==> config.mk <==
export PLATFORM = sky130hd
export DESIGN_NAME = hsvrgb_scale
export DESIGN_NICKNAME = d
export VERILOG_FILES = /design/src/design/hsvrgb_pkg.sv /design/src/design/hsvrgb_scale.sv
export SDC_FILE = /design/constraint.sdc
export NUM_CORES = 2
export LEC_CHECK = 0
export BUFFER_PORTS_ARGS = -buffer_cell sky130_fd_sc_hd__buf_2
export CORE_ASPECT_RATIO = 0.75
export CORE_MARGIN = 1.5
export CORE_UTILIZATION = 50
export CTS_BUF_LIST = sky130_fd_sc_hd__clkbuf_2 sky130_fd_sc_hd__clkbuf_4 sky130_fd_sc_hd__clkbuf_8
export DETAILED_ROUTE_END_ITERATION = 12
export GPL_TIMING_DRIVEN = 0
export PLACE_DENSITY = 0.67
export SLEW_MARGIN = 20
export SYNTH_ARGS = -nofsm -noshare
export SYNTH_HDL_FRONTEND = slang
export SYNTH_SLANG_ARGS = --single-unit
==> constraint.sdc <==
create_clock -name clk -period 10.2 [get_ports clk]
set_input_delay 1.02 -clock clk [delete_from_list [all_inputs] [get_ports clk]]
set_output_delay 1.02 -clock clk [all_outputs]
set_load 0.02 [all_outputs]
==> src/design/hsvrgb_pkg.sv <==
package hsvrgb_pkg;

  localparam int FRAC_BITS = 16;
  localparam int HUE_W     = 16;
  localparam int Q_W       = FRAC_BITS + 1;
  localparam int LVL_W     = 16;
  localparam int H6_W      = HUE_W + 3;
  localparam int SEC_W     = 3;

  localparam logic [Q_W-1:0]  ONE_Q    = Q_W'(1) << FRAC_BITS;
  localparam logic [H6_W-1:0] FULL_H6  = H6_W'(6) << FRAC_BITS;
  localparam logic [LVL_W-1:0] FULL_SCALE_RST = LVL_W'(4095);

  typedef logic [Q_W-1:0]   comp_t;
  typedef logic [LVL_W-1:0] level_t;

  typedef enum logic [SEC_W-1:0] {
    SEC_RED_YEL = 3'd0,
    SEC_YEL_GRN = 3'd1,
    SEC_GRN_CYN = 3'd2,
    SEC_CYN_BLU = 3'd3,
    SEC_BLU_MAG = 3'd4,
    SEC_MAG_RED = 3'd5
  } sector_t;

  typedef struct packed {
    comp_t r;
    comp_t g;
    comp_t b;
  } rgb_comp_t;

  typedef struct packed {
    level_t r;
    level_t g;
    level_t b;
  } rgb_level_t;

endpackage

==> src/design/hsvrgb_scale.sv <==
module hsvrgb_scale
  import hsvrgb_pkg::*;
(
  input  logic       clk,
  input  logic       load,
  input  rgb_comp_t  comp,
  input  level_t     full_scale,
  output rgb_level_t level
);

  logic [Q_W+LVL_W-1:0] prod_r_nxt;
  logic [Q_W+LVL_W-1:0] prod_g_nxt;
  logic [Q_W+LVL_W-1:0] prod_b_nxt;
  rgb_level_t           level_r;

  assign prod_r_nxt = comp.r * full_scale;
  assign prod_g_nxt = comp.g * full_scale;
  assign prod_b_nxt = comp.b * full_scale;

  always_ff @(posedge clk) begin
    if (load) begin
      level_r.r <= prod_r_nxt[FRAC_BITS +: LVL_W];
      level_r.g <= prod_g_nxt[FRAC_BITS +: LVL_W];
      level_r.b <= prod_b_nxt[FRAC_BITS +: LVL_W];
    end
  end

  assign level = level_r;

endmodule

# Yosys cells after proc, flatten, opt, wreduce, memory -nomap -nowiden
# Cells that the tools add are included.
# totals
reg_bits	48
output_inout_bits	48
word_cells	6
inputBits	69
# op_classes
multipliers	3
# op_table
cell	count
17-bit by 16-bit multiplier with 32-bit output	3

# Longest topological paths before layout
# logic_depth
depth_word	1
ltp_mapped	24
mapped_depth_nobuf	22

# Least setup slack after synthesis
# OpenSTA, ideal clock, no wires.
# synth_path
kind	input port to flip-flop
from	input full_scale[7]
to	register level_r, in the netlist level[11], data pin
n_path_buf	2
path_slack_ns	3.515
cell_stages	23
setup_ns	0.260
arrival_time_ns	6.425
required_time_ns	9.940
cell_sequence	clkbuf_1 clkbuf_1 nand2_1 fa_1 inv_1 fa_1 inv_1 fa_1 inv_1 fa_1 fa_1 inv_1 fa_1 inv_1 ha_1 and3_1 nor3b_1 nand3_1 and3_1 o31a_1 a21boi_1 nor2_1 xnor2_1
# synth_via
elab_chain_cells	1
# synth_rtl
item	line_no	text
start: declaration	hsvrgb_scale.sv:7	input level_t full_scale,
17-bit by 16-bit multiplier with 32-bit output	hsvrgb_scale.sv:18	assign prod_b_nxt = comp.b * full_scale;
via prod_b_nxt[27]	hsvrgb_scale.sv:13	logic [Q_W+LVL_W-1:0] prod_b_nxt;
end: declaration	hsvrgb_scale.sv:14	rgb_level_t level_r;
# The timed path passes the listed nets, and every way through them passes these cells.
# A chain may end at the register's enable or synchronous reset.

# Worst setup path after layout
# layout_path
from	input full_scale[1]
to	register level_r, in the netlist level[31], data pin
# layout_via
elab_chain_cells	1
# layout_rtl
item	line_no	text
17-bit by 16-bit multiplier with 32-bit output	hsvrgb_scale.sv:17	assign prod_g_nxt = comp.g * full_scale;
via prod_g_nxt[31]	hsvrgb_scale.sv:12	logic [Q_W+LVL_W-1:0] prod_g_nxt;
# The timed path passes the listed nets, and every way through them passes these cells.

==> reports/metrics.csv <==
stage,metric,value,unit
outcome,status,finished clean,
timing,Final min period,8.31,ns
floorplan,Starting Density,51.0,%
placed_design,detailed placer's ending HPWL,70300,µm
synth,"Distinct cells, synth",58,
drt,DRT iter0 DRCs,1720,
clock_tree,H-Tree Depth,2,
drt,Remaining DRCs,0,
clock_tree,CTS tree,done,
floorplan,Cell Rows,73,
grt,vias in the first global route,22900,
worst_setup_path,crit path max fanout,10,
synth,sequential-to-total area share from yosys stat,5.29,%
final_layout,"commonest non-fill, non-tap cells in the layout","inv_1, fa_1, nand2_1",
clock_tree,clock transition at the registers of the reported paths,0.12,ns
timing,Fin Setup TNS,0,ns
timing,Setup WS post-layout,1.89,ns
timing,final hold vios,0,
worst_setup_path,crit path DAT,8.47,ns
timing,"Slew Viols, Final",0,
synth,average size of a mapped cell,9.03,µm²
synth,Synth Cell Area,27200,µm²
placed_design,RD Place Congestion,0.953,
placed_design,Placement Setup Slack,1.53,ns
run,MaxCap Viol Count,0,
timing,Rel. slew slack,19.0,%
clock_tree,CTS Hold Bufs,0,
worst_setup_path,Setup CP Type,in -> reg,
final_layout,Final #Nets,4117,
synth,Post-synth EDFFs,48,
clock_tree,clock root buffer,clkbuf_8,
min_path,Hold Path Sink,level[7]$_DFFE_PP_,
final_layout,synthesis-to-layout area growth,5.79,%
synth,Main synth FF type,edfxtp_1,
timing,worst-margin pin slew,1.22,ns
worst_setup_path,Setup crit start kind,input port,
drt,Post-Route WL,84200,µm
drt,first drt pass iteration count,8,
min_path,Hold Startpoint,load,
timing,final setup vio count,0,
min_path,Min-Delay Path Class,in -> reg,
timing,period utilization,81.4,%
grt,first-pass GRT wire length,133000,µm
min_path,Hold Path Depth,1,
synth,Synthesized Nets,3997,
floorplan,Die X,273,µm
worst_setup_path,Required @ worst endpoint,10.37,ns
clock_tree,Clock Path Buffers,2,
grt,initial antenna violation count,3,
floorplan,I/O pins,117,
drt,Antenna Nets Post-Route,0,
drt,vias per std cell,5.46,
clock_tree,postcts setup bufs,0,
worst_setup_path,Worst Setup End Kind,register,
timing,FMAX,0.120,GHz
floorplan,die footprint,55900,µm²
synth,Yosys warning total,0,
clock_tree,Num Clock Sinks,48,
timing,RSZ-0062 raised after global routing,no,
drt,via count,21000,
synth,synthesized instance count,3016,
grt,overflow left after global routing,0,
grt,largest net degree at the start of global routing,49,
placed_design,quantity of I/O buffers inserted on ports,113,
grt,GRT Overall Usage,32.1,%
clock_tree,post-CTS resize count,0,
final_layout,"commonest non-fill, non-tap cell in the layout",inv_1,
floorplan,Core ar.,53400,µm²
final_layout,layout cell share with drive strength beyond 1,4.27,%
drt,Avg WL per Cell,21.9,µm
synth,ys async rst share,0,%
floorplan,Chip Height,205,µm
clock_tree,CTS Buf Count,5,
synth,#FFs+latches synth,48,
final_layout,max reg flops,48,
## synth_stat cells, types with 2 or more instances
| cell | instances | area [µm²] |
|---|---|---|
| a21boi_1 | 2 | 15.0 |
| fa_1 | 618 | 12400 |
| o21ai_1 | 12 | 60.1 |
| and4_1 | 2 | 17.5 |
| xor2_1 | 22 | 193 |
| a221oi_2 | 2 | 30.0 |
| ha_1 | 294 | 3680 |
| nor3b_1 | 2 | 15.0 |
| xnor2_1 | 41 | 359 |
| a221oi_1 | 2 | 17.5 |
| and2_1 | 376 | 2350 |
| nor2_1 | 21 | 78.8 |
| a21o_1 | 37 | 278 |
| nand4_1 | 15 | 93.8 |
| o21a_1 | 6 | 45.0 |
| a21oi_1 | 67 | 335 |
| o211ai_1 | 5 | 37.5 |
| clkbuf_1 | 135 | 507 |
| buf_2 | 2 | 10.0 |
| a311oi_1 | 2 | 17.5 |
| o21ai_0 | 23 | 115 |
| a2bb2oi_1 | 2 | 17.5 |
| nand2_1 | 482 | 1810 |
| nor3_1 | 7 | 35.0 |
| a31oi_1 | 7 | 43.8 |
| a2111oi_0 | 4 | 35.0 |
| nand3_1 | 17 | 85.1 |
| and3_1 | 7 | 43.8 |
| nand2b_1 | 2 | 12.5 |
| a211oi_1 | 4 | 30.0 |
| a2111oi_1 | 2 | 20.0 |
| o2111ai_1 | 2 | 17.5 |
| a211o_1 | 3 | 26.3 |
| o21bai_1 | 12 | 90.1 |
| o31ai_1 | 3 | 22.5 |
| edfxtp_1 | 48 | 1440 |
| nor2b_1 | 2 | 12.5 |
| inv_1 | 706 | 2650 |
## cells by family after synthesis
group,synth area share (%)
AO/OA/AOI/OAI,5.21
AND/OR/NAND/NOR,16.9
buffers and inverters,11.6
flip-flops,5.29
adder cells (fa/ha/maj),58.9
XOR/XNOR,2.03
## routing by layer
layer	track usage [%]	routed length, µm	vias up	part of all wire (%)
li1	-	-	9185	-
met2	49.4	36900	974	44
met3	7.49	8590	151	10
met1	44.8	35900	10700	43
met5	0.351	30	-	0.036
met4	10.8	2810	2	3.3
## per-stage QoR
stage,instance area [µm²],hold WS [ns],util [%],instances
2_1_floorplan,27200,1.13,-,3016
5_1_grt,28800,1.24,53.9,3849
4_1_cts,28800,1.21,53.9,3849
3_5_place_dp,28700,1.46,53.7,3841
3_3_place_gp,28700,1.46,53.7,3841
6_report,28800,1.19,53.9,3850
## cell type report
cell class | count | area (µm²)
fill | 4978 | 24600
multi-input combinational | 2125 | 22600
inverter | 706 | 2650
sequential | 48 | 1440
tap | 712 | 891
timing repair buffer | 113 | 568
buffer | 137 | 517
clock buffer | 5 | 68.8
clock inverter | 3 | 46.3
antenna | 1 | 2.50
## critical path, stage by stage
cell and delay [ns]:
buf_2 0.28, clkbuf_1 0.52, clkbuf_1 0.88, nand2_1 0.23
fa_1 0.58, fa_1 0.61, fa_1 0.46, fa_1 0.56
inv_1 0.05, fa_1 0.47, inv_1 0.05, fa_1 0.47
inv_1 0.04, ha_1 0.33, nand4_1 0.11, a2111oi_0 0.49
o211ai_1 0.31, a21oi_1 0.23, nor2_1 0.14, o311ai_2 0.38
a21oi_1 0.13, xnor2_1 0.13
## worst max-delay path by stage
stage          slack, ns                  end           from  cells after the start
2_1_floorplan       3.52  level[11]$_DFFE_PP_  full_scale[7]                     23
3_3_place_gp        1.71  level[15]$_DFFE_PP_  full_scale[1]                     22
3_5_place_dp        1.53  level[31]$_DFFE_PP_  full_scale[1]                     22
4_1_cts             1.94  level[31]$_DFFE_PP_  full_scale[1]                     22
5_1_grt             1.52  level[31]$_DFFE_PP_  full_scale[1]                     22
6_report            1.89  level[31]$_DFFE_PP_  full_scale[1]                     22
Power is left out: the tool's default activity adds up to more than one toggle a clock period on the data nets, which glitch-free logic cannot reach.
